## config.mk

```make
export PLATFORM = sky130hd
export DESIGN_NAME = sorted_priority_table_flat
export DESIGN_NICKNAME = d
export VERILOG_FILES = /design/src/hdl/spt_pkg.sv /design/src/hdl/spt_if.sv /design/src/hdl/spt_mem.sv /design/src/hdl/spt_cmp.sv /design/src/hdl/sorted_priority_table.sv /design/src/flat_wrapper.sv
export SDC_FILE = /design/constraint.sdc
export NUM_CORES = 2
export LEC_CHECK = 0
export ABC_AREA = 1
export BUFFER_PORTS_ARGS = -buffer_cell sky130_fd_sc_hd__buf_2
export CAP_MARGIN = 20
export CORE_MARGIN = 5
export CORE_UTILIZATION = 40
export CTS_CLUSTER_DIAMETER = 50
export DETAILED_ROUTE_END_ITERATION = 7
export PLACE_DENSITY = 0.66
export SETUP_SLACK_MARGIN = 0.05
export SLEW_MARGIN = 20
export SYNTH_ARGS = -nofsm -noshare
export SYNTH_HDL_FRONTEND = slang
export SYNTH_SLANG_ARGS = --single-unit
export TNS_END_PERCENT = 20
```

## constraint.sdc

```tcl
create_clock -name clk -period 6.05 [get_ports clk]
set_input_delay 0 -clock clk [delete_from_list [all_inputs] [get_ports clk]]
set_output_delay 0 -clock clk [all_outputs]
set_load 0.02 [all_outputs]
```

## src/hdl/spt_pkg.sv

```systemverilog
// shared constants, codes and types of the sorted priority table
// no dependencies; compile first
package spt_pkg;

  localparam int CAPACITY = 32;
  localparam int IDX_W    = $clog2(CAPACITY);
  localparam int CNT_W    = $clog2(CAPACITY + 1);

  localparam int TYPE_W   = 3;
  localparam int TICKET_W = 16;
  localparam int SEV_W    = 3;
  localparam int AGE_W    = 8;
  localparam int STATUS_W = 3;

  localparam logic [SEV_W-1:0] SEV_MIN = 3'd1;
  localparam logic [SEV_W-1:0] SEV_MAX = 3'd4;

  // request kinds
  localparam logic [TYPE_W-1:0] REQ_INSERT = 3'd0;
  localparam logic [TYPE_W-1:0] REQ_FIND   = 3'd1;
  localparam logic [TYPE_W-1:0] REQ_UPDATE = 3'd2;
  localparam logic [TYPE_W-1:0] REQ_DELETE = 3'd3;
  localparam logic [TYPE_W-1:0] REQ_LIST   = 3'd4;

  // result status codes
  localparam logic [STATUS_W-1:0] ST_OK       = 3'd0;
  localparam logic [STATUS_W-1:0] ST_DUP      = 3'd1;
  localparam logic [STATUS_W-1:0] ST_NOTFOUND = 3'd2;
  localparam logic [STATUS_W-1:0] ST_FULL     = 3'd3;
  localparam logic [STATUS_W-1:0] ST_EMPTY    = 3'd4;
  localparam logic [STATUS_W-1:0] ST_BADSEV   = 3'd5;

  typedef struct packed {
    logic [TICKET_W-1:0] ticket;
    logic [SEV_W-1:0]    severity;
    logic [AGE_W-1:0]    age;
  } entry_t;

  typedef struct packed {
    logic eq;     // same ticket
    logic ahead;  // stored entry sorts ahead of the key
  } cmp_res_t;

  typedef enum logic [2:0] {
    S_IDLE,
    S_SCAN,
    S_DECIDE,
    S_MOVE,
    S_PLACE,
    S_RESP,
    S_LIST_RD,
    S_LIST_LD
  } state_t;

endpackage

```

## src/hdl/spt_if.sv

```systemverilog
// request and result channel interfaces of the sorted priority table
// depends on spt_pkg
interface spt_in_if import spt_pkg::*; ();
  logic                valid;
  logic                ready;
  logic [TYPE_W-1:0]   req_type;
  logic [TICKET_W-1:0] ticket;
  logic [SEV_W-1:0]    severity;
  logic [AGE_W-1:0]    age;

  modport source (output valid, req_type, ticket, severity, age, input ready);
  modport sink   (input valid, req_type, ticket, severity, age, output ready);
endinterface

interface spt_out_if import spt_pkg::*; ();
  logic                valid;
  logic                ready;
  logic [STATUS_W-1:0] status;
  logic [TICKET_W-1:0] out_ticket;
  logic [SEV_W-1:0]    out_severity;
  logic [AGE_W-1:0]    out_age;
  logic                last;

  modport source (output valid, status, out_ticket, out_severity, out_age, last,
                  input ready);
  modport sink   (input valid, status, out_ticket, out_severity, out_age, last,
                  output ready);
endinterface

```

## src/hdl/spt_mem.sv

```systemverilog
// slot memory: one write port, one read port with registered read data
// depends on spt_pkg
module spt_mem import spt_pkg::*; (
  input  logic             clk,
  input  logic             wr_en,
  input  logic [IDX_W-1:0] wr_addr,
  input  entry_t           wr_data,
  input  logic             rd_en,
  input  logic [IDX_W-1:0] rd_addr,
  output entry_t           rd_data
);

  entry_t mem_r [CAPACITY];
  entry_t rd_data_r;

  always_ff @(posedge clk) begin
    if (wr_en) begin
      mem_r[wr_addr] <= wr_data;
    end
  end

  // read data holds while no read is issued
  always_ff @(posedge clk) begin
    if (rd_en) begin
      rd_data_r <= mem_r[rd_addr];
    end
  end

  assign rd_data = rd_data_r;

endmodule

```

## src/hdl/spt_cmp.sv

```systemverilog
// shared compare unit: ticket match and sort order of a stored entry against the key
// depends on spt_pkg
module spt_cmp import spt_pkg::*; (
  input  entry_t   ent,
  input  entry_t   key,
  output cmp_res_t res
);

  always_comb begin
    res.eq = (ent.ticket == key.ticket);
    if (ent.severity != key.severity) begin
      res.ahead = (ent.severity < key.severity);
    end else begin
      res.ahead = (ent.ticket < key.ticket);
    end
  end

endmodule

```

## src/hdl/sorted_priority_table.sv

```systemverilog
// sorted priority table top level: sequencer, occupancy and result register
// depends on spt_pkg, spt_if, spt_mem and spt_cmp
//
//   channel  dir  handshake      payload
//   in_ch    in   valid/ready    req_type, ticket, severity, age
//   out_ch   out  valid/ready    status, out_ticket, out_severity, out_age, last
//
// insert, find, update and delete scan the table once (S_SCAN) and decide in S_DECIDE;
// a successful insert, update or delete then shifts the entries between old and new
// place (S_MOVE), insert and update write the new entry (S_PLACE), and S_RESP loads
// the result. a list request reads and sends one entry at a time (S_LIST_RD, then
// S_LIST_LD) through the single read port of the slot memory. one request is in work
// at a time.
// reset clears occupancy, state and flags only; slots are never read before written.
// a stalled result holds the sequencer in its result state until taken.
module sorted_priority_table import spt_pkg::*; (
  input logic     clk,
  input logic     rst_n,
  spt_in_if.sink  in_ch,
  spt_out_if.source out_ch
);

  state_t state_r, state_nxt;

  logic [TYPE_W-1:0]   req_kind_r, req_kind_nxt;
  entry_t              key_r, key_nxt;
  logic [CNT_W-1:0]    occ_r, occ_nxt;
  logic [CNT_W-1:0]    rd_i_r, rd_i_nxt;
  logic                cmp_vld_r, cmp_vld_nxt;
  logic [CNT_W-1:0]    cmp_idx_r, cmp_idx_nxt;
  logic                found_r, found_nxt;
  logic [CNT_W-1:0]    m_r, m_nxt;
  logic [CNT_W-1:0]    cnt_r, cnt_nxt;
  entry_t              hit_r, hit_nxt;
  logic [IDX_W-1:0]    mv_src_r, mv_src_nxt;
  logic [CNT_W-1:0]    mv_left_r, mv_left_nxt;
  logic                mv_up_r, mv_up_nxt;
  logic                wr_pend_r, wr_pend_nxt;
  logic [IDX_W-1:0]    wr_addr_r, wr_addr_nxt;
  logic [STATUS_W-1:0] resp_st_r, resp_st_nxt;
  entry_t              resp_ent_r, resp_ent_nxt;

  logic                out_vld_r, out_vld_nxt;
  logic [STATUS_W-1:0] out_st_r, out_st_nxt;
  entry_t              out_ent_r, out_ent_nxt;
  logic                out_last_r, out_last_nxt;

  logic             mem_wr_en;
  logic [IDX_W-1:0] mem_wr_addr;
  entry_t           mem_wr_data;
  logic             mem_rd_en;
  logic [IDX_W-1:0] mem_rd_addr;
  entry_t           mem_rd_data;
  cmp_res_t         cmp_res;

  logic in_acc;
  logic out_free;
  logic sev_ok;

  spt_mem u_mem (
    .clk     (clk),
    .wr_en   (mem_wr_en),
    .wr_addr (mem_wr_addr),
    .wr_data (mem_wr_data),
    .rd_en   (mem_rd_en),
    .rd_addr (mem_rd_addr),
    .rd_data (mem_rd_data)
  );

  spt_cmp u_cmp (
    .ent (mem_rd_data),
    .key (key_r),
    .res (cmp_res)
  );

  assign in_ch.ready = (state_r == S_IDLE);
  assign in_acc      = in_ch.valid && (state_r == S_IDLE);
  assign out_free    = !out_vld_r || out_ch.ready;
  assign sev_ok      = key_r.severity inside {[SEV_MIN:SEV_MAX]};

  assign out_ch.valid        = out_vld_r;
  assign out_ch.status       = out_st_r;
  assign out_ch.out_ticket   = out_ent_r.ticket;
  assign out_ch.out_severity = out_ent_r.severity;
  assign out_ch.out_age      = out_ent_r.age;
  assign out_ch.last         = out_last_r;

  always_ff @(posedge clk) begin
    if (!rst_n) begin
      state_r    <= S_IDLE;
      occ_r      <= '0;
      cmp_vld_r  <= 1'b0;
      wr_pend_r  <= 1'b0;
      out_vld_r  <= 1'b0;
    end else begin
      state_r    <= state_nxt;
      occ_r      <= occ_nxt;
      cmp_vld_r  <= cmp_vld_nxt;
      wr_pend_r  <= wr_pend_nxt;
      out_vld_r  <= out_vld_nxt;
    end
  end

  always_ff @(posedge clk) begin
    req_kind_r <= req_kind_nxt;
    key_r      <= key_nxt;
    rd_i_r     <= rd_i_nxt;
    cmp_idx_r  <= cmp_idx_nxt;
    found_r    <= found_nxt;
    m_r        <= m_nxt;
    cnt_r      <= cnt_nxt;
    hit_r      <= hit_nxt;
    mv_src_r   <= mv_src_nxt;
    mv_left_r  <= mv_left_nxt;
    mv_up_r    <= mv_up_nxt;
    wr_addr_r  <= wr_addr_nxt;
    resp_st_r  <= resp_st_nxt;
    resp_ent_r <= resp_ent_nxt;
    out_st_r   <= out_st_nxt;
    out_ent_r  <= out_ent_nxt;
    out_last_r <= out_last_nxt;
  end

  always_comb begin
    state_nxt    = state_r;
    req_kind_nxt = req_kind_r;
    key_nxt      = key_r;
    occ_nxt      = occ_r;
    rd_i_nxt     = rd_i_r;
    cmp_vld_nxt  = 1'b0;
    cmp_idx_nxt  = cmp_idx_r;
    found_nxt    = found_r;
    m_nxt        = m_r;
    cnt_nxt      = cnt_r;
    hit_nxt      = hit_r;
    mv_src_nxt   = mv_src_r;
    mv_left_nxt  = mv_left_r;
    mv_up_nxt    = mv_up_r;
    wr_pend_nxt  = 1'b0;
    wr_addr_nxt  = wr_addr_r;
    resp_st_nxt  = resp_st_r;
    resp_ent_nxt = resp_ent_r;
    out_vld_nxt  = out_vld_r && !out_ch.ready;
    out_st_nxt   = out_st_r;
    out_ent_nxt  = out_ent_r;
    out_last_nxt = out_last_r;
    mem_wr_en    = 1'b0;
    mem_wr_addr  = wr_addr_r;
    mem_wr_data  = mem_rd_data;
    mem_rd_en    = 1'b0;
    mem_rd_addr  = rd_i_r[IDX_W-1:0];

    case (state_r)
      S_IDLE: begin
        if (in_acc) begin
          req_kind_nxt = in_ch.req_type;
          key_nxt      = '{ticket: in_ch.ticket, severity: in_ch.severity, age: in_ch.age};
          rd_i_nxt     = '0;
          found_nxt    = 1'b0;
          cnt_nxt      = '0;
          case (in_ch.req_type)
            REQ_INSERT, REQ_FIND, REQ_UPDATE, REQ_DELETE: begin
              state_nxt = S_SCAN;
            end
            REQ_LIST: begin
              if (occ_r == '0) begin
                resp_st_nxt  = ST_EMPTY;
                resp_ent_nxt = '0;
                state_nxt    = S_RESP;
              end else begin
                state_nxt = S_LIST_RD;
              end
            end
            default: begin
              state_nxt = S_IDLE;
            end
          endcase
        end
      end

      S_SCAN: begin
        if (rd_i_r != occ_r) begin
          mem_rd_en   = 1'b1;
          rd_i_nxt    = rd_i_r + 1'b1;
          cmp_vld_nxt = 1'b1;
          cmp_idx_nxt = rd_i_r;
        end else if (!cmp_vld_r) begin
          state_nxt = S_DECIDE;
        end
        // cnt ends as the key's place in the table without the matching entry
        if (cmp_vld_r) begin
          if (cmp_res.eq) begin
            found_nxt = 1'b1;
            m_nxt     = cmp_idx_r;
            hit_nxt   = mem_rd_data;
          end else if (cmp_res.ahead) begin
            cnt_nxt = cnt_r + 1'b1;
          end
        end
      end

      S_DECIDE: begin
        resp_ent_nxt = '0;
        state_nxt    = S_RESP;
        case (req_kind_r)
          REQ_INSERT: begin
            if (found_r) begin
              resp_st_nxt = ST_DUP;
            end else if (!sev_ok) begin
              resp_st_nxt = ST_BADSEV;
            end else if (occ_r == CNT_W'(CAPACITY)) begin
              resp_st_nxt = ST_FULL;
            end else begin
              resp_st_nxt  = ST_OK;
              resp_ent_nxt = key_r;
              mv_up_nxt    = 1'b1;
              mv_src_nxt   = IDX_W'(occ_r - 1'b1);
              mv_left_nxt  = occ_r - cnt_r;
              state_nxt    = S_MOVE;
            end
          end
          REQ_FIND: begin
            if (found_r) begin
              resp_st_nxt  = ST_OK;
              resp_ent_nxt = hit_r;
            end else begin
              resp_st_nxt = ST_NOTFOUND;
            end
          end
          REQ_UPDATE: begin
            if (!found_r) begin
              resp_st_nxt = ST_NOTFOUND;
            end else if (!sev_ok) begin
              resp_st_nxt = ST_BADSEV;
            end else begin
              resp_st_nxt  = ST_OK;
              resp_ent_nxt = key_r;
              state_nxt    = S_MOVE;
              // moving toward the front shifts the entries in between up, else down
              if (cnt_r <= m_r) begin
                mv_up_nxt   = 1'b1;
                mv_src_nxt  = IDX_W'(m_r - 1'b1);
                mv_left_nxt = m_r - cnt_r;
              end else begin
                mv_up_nxt   = 1'b0;
                mv_src_nxt  = IDX_W'(m_r + 1'b1);
                mv_left_nxt = cnt_r - m_r;
              end
            end
          end
          REQ_DELETE: begin
            if (!found_r) begin
              resp_st_nxt = ST_NOTFOUND;
            end else begin
              resp_st_nxt  = ST_OK;
              resp_ent_nxt = hit_r;
              mv_up_nxt    = 1'b0;
              mv_src_nxt   = IDX_W'(m_r + 1'b1);
              mv_left_nxt  = occ_r - m_r - 1'b1;
              state_nxt    = S_MOVE;
            end
          end
          default: begin
            state_nxt = S_IDLE;
          end
        endcase
      end

      S_MOVE: begin
        if (wr_pend_r) begin
          mem_wr_en   = 1'b1;
          mem_wr_addr = wr_addr_r;
          mem_wr_data = mem_rd_data;
        end
        if (mv_left_r != '0) begin
          mem_rd_en   = 1'b1;
          mem_rd_addr = mv_src_r;
          wr_pend_nxt = 1'b1;
          wr_addr_nxt = mv_up_r ? mv_src_r + 1'b1 : mv_src_r - 1'b1;
          mv_src_nxt  = mv_up_r ? mv_src_r - 1'b1 : mv_src_r + 1'b1;
          mv_left_nxt = mv_left_r - 1'b1;
        end else if (!wr_pend_r) begin
          if (req_kind_r == REQ_DELETE) begin
            occ_nxt   = occ_r - 1'b1;
            state_nxt = S_RESP;
          end else begin
            state_nxt = S_PLACE;
          end
        end
      end

      S_PLACE: begin
        mem_wr_en   = 1'b1;
        mem_wr_addr = cnt_r[IDX_W-1:0];
        mem_wr_data = key_r;
        if (req_kind_r == REQ_INSERT) begin
          occ_nxt = occ_r + 1'b1;
        end
        state_nxt = S_RESP;
      end

      S_RESP: begin
        if (out_free) begin
          out_vld_nxt  = 1'b1;
          out_st_nxt   = resp_st_r;
          out_ent_nxt  = resp_ent_r;
          out_last_nxt = 1'b1;
          state_nxt    = S_IDLE;
        end
      end

      S_LIST_RD: begin
        mem_rd_en = 1'b1;
        state_nxt = S_LIST_LD;
      end

      S_LIST_LD: begin
        if (out_free) begin
          out_vld_nxt  = 1'b1;
          out_st_nxt   = ST_OK;
          out_ent_nxt  = mem_rd_data;
          out_last_nxt = ((rd_i_r + 1'b1) == occ_r);
          if ((rd_i_r + 1'b1) == occ_r) begin
            state_nxt = S_IDLE;
          end else begin
            rd_i_nxt  = rd_i_r + 1'b1;
            state_nxt = S_LIST_RD;
          end
        end
      end

      default: begin
        state_nxt = S_IDLE;
      end
    endcase
  end

`ifndef SYNTH
  a_occ_bound: assert property (@(posedge clk) disable iff (!rst_n)
    occ_r <= CNT_W'(CAPACITY))
    else $error("occupancy above capacity");

  a_occ_step: assert property (@(posedge clk) disable iff (!rst_n)
    ($past(rst_n) && (occ_r != $past(occ_r))) |->
      ((occ_r == $past(occ_r) + 1'b1) || (occ_r + 1'b1 == $past(occ_r))))
    else $error("occupancy moved by more than one");

  a_scan_done: assert property (@(posedge clk) disable iff (!rst_n)
    (state_r == S_DECIDE) |-> (rd_i_r == occ_r))
    else $error("scan ended before covering all entries");

  a_port_clash: assert property (@(posedge clk) disable iff (!rst_n)
    (mem_wr_en && mem_rd_en) |-> (mem_wr_addr != mem_rd_addr))
    else $error("slot read and write hit the same address");

  a_hit_match: assert property (@(posedge clk) disable iff (!rst_n)
    ((state_r == S_DECIDE) && found_r) |-> (hit_r.ticket == key_r.ticket))
    else $error("captured entry does not match the key");
`endif

endmodule
```

## src/flat_wrapper.sv

```systemverilog
// flat-port wrapper written by rule: the top's interface ports become plain ports
module sorted_priority_table_flat import spt_pkg::*;
  (clk, rst_n, in_ch_valid, in_ch_req_type, in_ch_ticket, in_ch_severity, in_ch_age, in_ch_ready, out_ch_valid, out_ch_status, out_ch_out_ticket, out_ch_out_severity, out_ch_out_age, out_ch_last, out_ch_ready);
  spt_in_if in_ch_i ();
  spt_out_if out_ch_i ();
  input logic clk;
  input logic rst_n;
  input wire logic [$bits(in_ch_i.valid)-1:0] in_ch_valid;
  input wire logic [$bits(in_ch_i.req_type)-1:0] in_ch_req_type;
  input wire logic [$bits(in_ch_i.ticket)-1:0] in_ch_ticket;
  input wire logic [$bits(in_ch_i.severity)-1:0] in_ch_severity;
  input wire logic [$bits(in_ch_i.age)-1:0] in_ch_age;
  output wire logic [$bits(in_ch_i.ready)-1:0] in_ch_ready;
  output wire logic [$bits(out_ch_i.valid)-1:0] out_ch_valid;
  output wire logic [$bits(out_ch_i.status)-1:0] out_ch_status;
  output wire logic [$bits(out_ch_i.out_ticket)-1:0] out_ch_out_ticket;
  output wire logic [$bits(out_ch_i.out_severity)-1:0] out_ch_out_severity;
  output wire logic [$bits(out_ch_i.out_age)-1:0] out_ch_out_age;
  output wire logic [$bits(out_ch_i.last)-1:0] out_ch_last;
  input wire logic [$bits(out_ch_i.ready)-1:0] out_ch_ready;
  assign in_ch_i.valid = in_ch_valid;
  assign in_ch_i.req_type = in_ch_req_type;
  assign in_ch_i.ticket = in_ch_ticket;
  assign in_ch_i.severity = in_ch_severity;
  assign in_ch_i.age = in_ch_age;
  assign in_ch_ready = in_ch_i.ready;
  assign out_ch_valid = out_ch_i.valid;
  assign out_ch_status = out_ch_i.status;
  assign out_ch_out_ticket = out_ch_i.out_ticket;
  assign out_ch_out_severity = out_ch_i.out_severity;
  assign out_ch_out_age = out_ch_i.out_age;
  assign out_ch_last = out_ch_i.last;
  assign out_ch_i.ready = out_ch_ready;
  sorted_priority_table u_core (.clk(clk), .rst_n(rst_n), .in_ch(in_ch_i), .out_ch(out_ch_i));
endmodule
```

==> qor.csv, run 1 <==
stage,metric,value,unit
outcome,outcome,"finished, final reports clean",
route,vias,33700,
floorplan,die area,127000,µm²
synth,synth cell count leaders,"nand2_1, edfxtp_1, nand3_1",
sta,Worst-Margin Slew,1.15,ns
final_layout,Final Core Density,0.460,
cts,"Clk Latency, worst-skew pair",0.70,ns
cts,Clock Tree Buf Depth,3,
cts,cts repair resizes,0,
synth,area of the mapped netlist,47800,µm²
synth,Synth area leaders,"edfxtp_1, nand3_1, nand2_1, inv_1, nand3b_1",
cts,total CTS buffers,118,
power,P_leak,21.6,nW
cts,clk root buf,clkbuf_16,
worst_setup_path,startpoint types,register,
cts,CTS tree,built,
route,Pre-Repair DR Iteration Count,6,
global_routing,first-pass GRT wire length,200000,µm
worst_setup_path,Worst Path Buf+Inv,2,
placed_design,GPL Wtd Cong,0.828,
cts,clk sinks,1063,
floorplan,site row count,126,
hold_path,HP Class,primary input to register,
power,power per cell area,504,nW/µm²
worst_setup_path,WP data arrival,4.53,ns
worst_setup_path,RR Startpoint,u_core.state_r[0]$_SDFFE_PN0P_,
floorplan,die width,356,µm
synth,post-synth top area share,0.660,
hold_path,Min-Delay Startpoint,in_ch_severity[1],
worst_setup_path,"critical path, cell by cell",inv_2 -> nor2_4 -> nand2_4 -> nand2_8 -> buf_4 -> nand3_1 -> nand3_1 -> nand3_1 -> nand3_1 -> nand2_1 -> nand2_1 -> nand2_1,
worst_setup_path,slowest cell on the critical path,buf_4,
worst_setup_path,WP data required,6.50,ns
route,routed len/inst,21.3,µm
sta,FMAX,245,MHz
synth,Netlist cell types,47,
synth,"Seq/Total Area, Yosys",0.665,
final_layout,Syn-to-layout area delta,13.8,%
synth,fraction of registers with async set or reset after synthesis,0,
sta,period utilization,0.676,
synth,"count leader, synth",nand2_1,
worst_setup_path,maximum single-stage delay on the critical path,0.96,ns
cts,depth of the CTS H-tree,3,
final_layout,fin nets,4675,
floorplan,core area,118000,µm²
route,Antenna Nets Post-Route,0,
synth,"area leader, netlist",edfxtp_1,
global_routing,total gr overflow,0,
global_routing,initial antenna violation count,1,
route,DR vias/cell,5.36,
worst_setup_path,crit path from,u_core.state_r[0]$_SDFFE_PN0P_,
cts,Clock Pin Slew Worst Setup and Hold Paths,0.06,ns
worst_setup_path,flop2flop setup slack,1.96,ns
sta,Final min period,4.09,ns
global_routing,vias in the first global route,31900,
synth,Yosys reg bits,1063,
cts,Post-CTS Hold Buffers,40,
placed_design,Post-DP HPWL,73900,µm
floorplan,IO Pins,67,
synth,syn nets,4634,
worst_setup_path,"delay-heaviest family, CP",simple AND/OR/NAND/NOR gates,
global_routing,total track usage,0.206,
route,drt drc,0,
sta,total negative slack,0,ns
final_layout,fin area,54400,µm²
synth,Main synth FF type,edfxtp_1,
synth,Ys Warns,0,
run,# Max-Cap Violations,0,
floorplan,Die Span Y,356,µm
cts,"Setup Fix Bufs, Post-CTS",0,
sta,Final Hold Viols,0,
worst_setup_path,CP Class,register to register,
worst_setup_path,cell mode on critical path,nand3_1,
sta,RSZ-0062 raised after global routing,false,
floorplan,Starting Density,0.404,
sta,"Slew Viols, Final",0,
sta,clock skew,0.0379,ns
route,drt total wl,134000,µm
synth,Post-Syn Instances,4547,
final_layout,layout cell share with drive strength beyond 1,0.0852,
placed_design,port bufs,66,
worst_setup_path,worst-path maximum fanout,97,
synth,mean area per synthesized cell,10.5,µm²
route,DR iter-0 viols,3996,
placed_design,Post-DP Area,50200,µm²
synth,Post-synth EDFFs,1051,
sta,Final Setup Violations,0,
sta,Slew HR,0.235,
global_routing,largest net degree at the start of global routing,158,
power,VDD IR-drop max,428,µV
worst_setup_path,Setup crit end kind,register,
-- flip-flops by register name, summed over array words and instances, names as in the netlist, 3 cells and up --
| name | count |
|---|---|
| u_core.mv_left_r | 6 |
| u_core.out_ch.out_severity | 3 |
| u_core.wr_addr_r | 5 |
| u_core.cnt_r | 6 |
| u_core.cmp_idx_r | 6 |
| u_core.resp_st_r | 3 |
| u_core.key_r | 27 |
| u_core.rd_i_r | 6 |
| u_core.m_r | 6 |
| u_core.resp_ent_r | 27 |
| u_core.req_kind_r | 3 |
| u_core.mv_src_r | 5 |
| u_core.u_mem.mem_r | 864 |
| u_core.state_r | 3 |
| u_core.out_ch.out_ticket | 16 |
| u_core.occ_r | 6 |
| u_core.out_ch.out_age | 8 |
| u_core.out_ch.status | 3 |
| u_core.u_mem.rd_data | 27 |
| u_core.hit_r | 27 |
-- cell families after synthesis --
kind of cell	count (synthesis)	share of synthesized area
adder cells (fa/ha/maj)	53	0.0145
XOR/XNOR	40	0.00732
AO/OA/AOI/OAI	166	0.0195
AND/OR/NAND/NOR	2409	0.226
flip-flops	1063	0.665
buffers and inverters	816	0.0682
-- worst reg2reg max path, stage by stage, from the launching register on --
cell	delay [ns]
dfxtp_1	0.49
inv_2	0.09
nor2_4	0.51
nand2_4	0.30
nand2_8	0.56
buf_4	1.05
nand3_1	0.24
nand3_1	0.15
nand3_1	0.09
nand3_1	0.13
nand2_1	0.06
nand2_1	0.11
nand2_1	0.07
-- final timing paths --
check,end,cells past startpoint
hold reg to reg,u_core.m_r[1]$_DFFE_PP_,0
hold / removal,u_core.key_r[9]$_DFFE_PP_,2
setup / recovery,u_core.u_mem.rd_data[7]$_DFFE_PP_,12
setup reg to reg,u_core.u_mem.rd_data[7]$_DFFE_PP_,12
-- where the power goes --
| part | leakage, nW | switching [W] | internal (W) |
|---|---|---|---|
| Sequential | 9.61 | 0.000515 | 0.0101 |
| Clock | 1.85 | 0.00295 | 0.00408 |
| Combinational | 10.2 | 0.00725 | 0.00252 |
| Total | 21.6 | 0.0107 | 0.0167 |
-- stage by stage --
| step | instances | setup slack, ns | power [W] | hold slack (ns) |
|---|---|---|---|---|
| 2_1_floorplan | 4547 | 1.13 | 0.0169 | 0.0976 |
| 3_3_place_gp | 6028 | 2.09 | 0.0202 | 0.179 |
| 3_5_place_dp | 6028 | 2.03 | 0.0203 | 0.178 |
| 4_1_cts | 6283 | 2.01 | 0.0274 | 0.000743 |
| 5_1_grt | 6283 | 1.72 | 0.0288 | 0.0101 |
| 6_report | 6284 | 1.96 | 0.0274 | 0.0501 |
-- layout make-up --
type	count	area [µm²]
well taps	1600	2000
inverters	558	2100
repair buffers	179	1450
multi-input cells	2668	13300
flip-flops and latches	1063	31800
clock buffers	136	3040
diodes	1	2.50
fillers	10700	64000
clock inverters	79	774
-- cells in the final DEF (no fill, tap or decap), drive strengths merged, types with 2 or more instances in the layout --
cell	instances
nand2	1175
edfxtp	1051
nand3	998
inv	564
buf	139
clkbuf	136
nand3b	109
nor2	97
o21ai	69
a21oi	65
clkinv	56
ha	49
dlygate4sd3	40
xor2	31
dfxtp	12
nor3	11
bufinv	11
xnor2	9
or2	9
nand4	7
a31oi	6
o211ai	6
clkinvlp	6
a21o	4
o22ai	4
fa	4
a211oi	3
a221oi	2
and2	2
-- metal layers --
metal	track usage	wire length [µm]
met1	0.284	54300
met2	0.320	60500
met3	0.0507	14400
met4	0.0704	4770
met5	0	0
Note: power is estimated with default switching activity, not from simulation.
==> inputs of run 2 (changes only) <==
==> constraint.sdc (replaced) <==
create_clock -name clk -period 3.6 [get_ports clk]
set_input_delay 0 -clock clk [delete_from_list [all_inputs] [get_ports clk]]
set_output_delay 0 -clock clk [all_outputs]
set_load 0.02 [all_outputs]
==> run 2 against run 1 <==
Hold slack worse by 0.011 ns. Non-clock buffer count up 85. Routed wire length up 1.4%. Worst setup slack worse by 1.6 ns. Via count up 0.99%. First-iteration DRC count down 3.1%. Global-route usage up 0.44 points. Die area unchanged. Design area up 1.4%.
==> qor.csv, run 2 (same netlist as run 1, synthesis figures left out) <==
stage,metric,value,unit,change
sta,clock skew,0.0278,ns,-0.0102 ns
power,switch share,0.387,,-0.00303
worst_setup_path,flop2flop setup slack,0.36,ns,-1.61 ns
sta,"Slew Viols, Final",0,,unchanged
power,Comb pwr share,0.366,,+0.010
sta,Slew HR,0.244,,+0.00912
power,P_leak,22.1,nW,+2.1%
worst_setup_path,worst reg-to-reg path cell count,12,,unchanged
power,Psw,0.0180,W,+68%
final_layout,fin nets,4758,,+1.8%
global_routing,met1 Usage GRT,0.287,,+0.00356
worst_setup_path,Worst Path Buf+Inv,3,,+1
worst_setup_path,RR Endpoint,u_core.u_mem.rd_data[22]$_DFFE_PP_,,
worst_setup_path,startpoint types,register,,
route,DR iter-0 viols,3873,,-3.1%
cts,clk sinks,1063,,unchanged
route,routed len/inst,21.3,µm,about the same
floorplan,Starting Density,0.404,,unchanged
power,Seq pwr share,0.386,,-0.002
worst_setup_path,cell mode on critical path,nand2_1,,
worst_setup_path,WP data arrival,3.81,ns,-0.72 ns
final_layout,"leading cell type in the layout, fill and taps excluded",nand2_1,,
global_routing,GRT Max-Usage Layer,met2,,
sta,RSZ-0062 raised after global routing,false,,
cts,total CTS buffers,116,,-1.7%
sta,FMAX,308,MHz,+26%
floorplan,IO Pins,67,,unchanged
floorplan,die width,356,µm,unchanged
power,PnR Total Power,0.0464,W,+69%
route,Antenna Nets Post-Route,0,,unchanged
worst_setup_path,"delay-heaviest family, CP",simple AND/OR/NAND/NOR gates,,
placed_design,Post-DP HPWL,79700,µm,+7.8%
final_layout,number of diodes,0,,-1
global_routing,vias in the first global route,32500,,+1.9%
sta,period utilization,0.901,,+0.225
global_routing,total track usage,0.210,,+0.00436
final_layout,max reg flops,864,,unchanged
final_layout,Post-Layout Cell Count,6371,,+1.4%
cts,Post-CTS Hold Buffers,44,,+10%
route,vias,34000,,+0.99%
cts,depth of the CTS H-tree,3,,unchanged
cts,"Clk Latency, worst-skew pair",0.70,ns,about the same
floorplan,die area,127000,µm²,unchanged
worst_setup_path,WP depth,12,,unchanged
sta,total negative slack,0,ns,unchanged
route,DR vias/cell,5.34,,-0.38%
global_routing,first-pass GRT wire length,204000,µm,+2.1%
worst_setup_path,"critical path, cell by cell",inv_1 -> ha_1 -> nand3_2 -> nand2_4 -> o21ai_4 -> inv_4 -> buf_12 -> nand3_1 -> nand3_1 -> nand2_1 -> nand2_1 -> nand2_1,,
worst_setup_path,Setup crit end kind,register,,
route,drt drc,0,,unchanged
cts,"Setup Fix Bufs, Post-CTS",0,,unchanged
global_routing,largest net degree at the start of global routing,143,,-9.5%
global_routing,total gr overflow,0,,unchanged
cts,cts repair resizes,0,,unchanged
placed_design,Post-Place Cells,6109,,+1.3%
final_layout,Biggest register,u_core.u_mem.mem_r,,
sta,final hold slack,0.0388,ns,-0.0113 ns
worst_setup_path,slowest cell on the critical path,o21ai_4,,
route,drt total wl,136000,µm,+1.4%
worst_setup_path,worst-path maximum fanout,30,,-69%
run,# Max-Cap Violations,0,,unchanged
cts,Clock Tree Buf Depth,3,,unchanged
floorplan,Die Span Y,356,µm,unchanged
worst_setup_path,CP Capture Point,u_core.u_mem.rd_data[22]$_DFFE_PP_,,
placed_design,pre-CTS WS,0.395,ns,-1.63 ns
worst_setup_path,WP data required,4.16,ns,-2.34 ns
power,VDD IR-drop max,574,µV,+34%
sta,Final Setup Violations,0,,unchanged
power,Clk pwr share,0.248,,-0.008
global_routing,initial antenna violation count,1,,unchanged
power,power per cell area,840,nW/µm²,+67%
sta,Final min period,3.24,ns,-0.844 ns
route,Pre-Repair DR Iteration Count,6,,unchanged
floorplan,site row count,126,,unchanged
worst_setup_path,CP Class,register to register,,
cts,clk root buf,clkbuf_16,,
final_layout,Syn-to-layout area delta,15.4,%,
floorplan,core area,118000,µm²,unchanged
hold_path,HP Class,primary input to register,,
sta,Worst-Margin Slew,1.13,ns,-0.0164 ns
global_routing,met2 Track Usage GR,0.341,,+0.0202
placed_design,port bufs,66,,unchanged
cts,Clock Pin Slew Worst Setup and Hold Paths,0.06,ns,about the same
worst_setup_path,crit path from,u_core.mv_left_r[0]$_DFFE_PP_,,
worst_setup_path,maximum single-stage delay on the critical path,0.79,ns,-0.17 ns
outcome,outcome,"finished, final reports clean",,
worst_setup_path,RR Startpoint,u_core.mv_left_r[0]$_DFFE_PP_,,
sta,Final WS setup,0.356,ns,-1.61 ns
placed_design,GPL Wtd Cong,0.884,,+6.8%
final_layout,layout cell share with drive strength beyond 1,0.0996,,+0.0144
sta,Final Hold Viols,0,,unchanged
cts,CTS tree,built,,
power,Int Pwr,0.0284,W,+70%
global_routing,grt met3 use,0.0373,,-0.0134
final_layout,most frequent cells in the layout,"nand2_1, edfxtp_1, nand3_1, inv_1, clkbuf_16",,
## run 2: changes by cell type in the layout (fill, tap and decap cells not counted), moves of 5 or more
cell	delta
o21ai_4	-9
buf_4	+56
nand2_2	-5
nand2_1	+5
o21ai_2	+9
buf_12	+25
clkinv_2	+8
## run 2: how the worst min path moves through the flow
stage                            startpoint                          end  slack (ns)  depth (start not counted)
final                          in_ch_age[0]    u_core.key_r[0]$_DFFE_PP_        0.04                          2
after global placement         in_ch_age[4]    u_core.key_r[4]$_DFFE_PP_        0.18                          1
after global routing           in_ch_age[0]    u_core.key_r[0]$_DFFE_PP_        0.02                          2
after floorplan                       rst_n  u_core.cmp_vld_r$_SDFF_PN0_         0.1                          2
after CTS                      in_ch_age[7]    u_core.key_r[7]$_DFFE_PP_      0.0002                          2
after detailed placement  in_ch_severity[0]    u_core.key_r[8]$_DFFE_PP_        0.18                          1
## run 2: area by class of cell
type	count	area, µm²
timing repair buffer	264	2410
clock inverter	77	617
fill	10600	63200
clock buffer	141	3080
tap	1600	2000
inverter	558	2100
sequential	1063	31800
multi-input combinational	2668	13200
## run 2: metrics by stage
step,util,instance area (µm²)
after CTS,0.466,55200
after detailed placement,0.431,51100
after global placement,0.431,51100
final,0.466,55200
after floorplan,-,47800
after global routing,0.466,55200
## run 2: power by group through the flow
stage / clock network, W / logic (W) / registers, W
floorplan: 0 / 0.0106 / 0.0177
global placement: 0 / 0.0165 / 0.0181
detailed placement: 0 / 0.0166 / 0.0181
CTS: 0.0116 / 0.0168 / 0.0179
global route: 0.0122 / 0.0186 / 0.0180
finish: 0.0115 / 0.0170 / 0.0179
## run 2: layer usage
layer  share of wire  up-vias
met4           0.036        2
met5        0.000096        -
li1                -    15700
met3           0.092      292
met2            0.47     1603
met1            0.41    16400
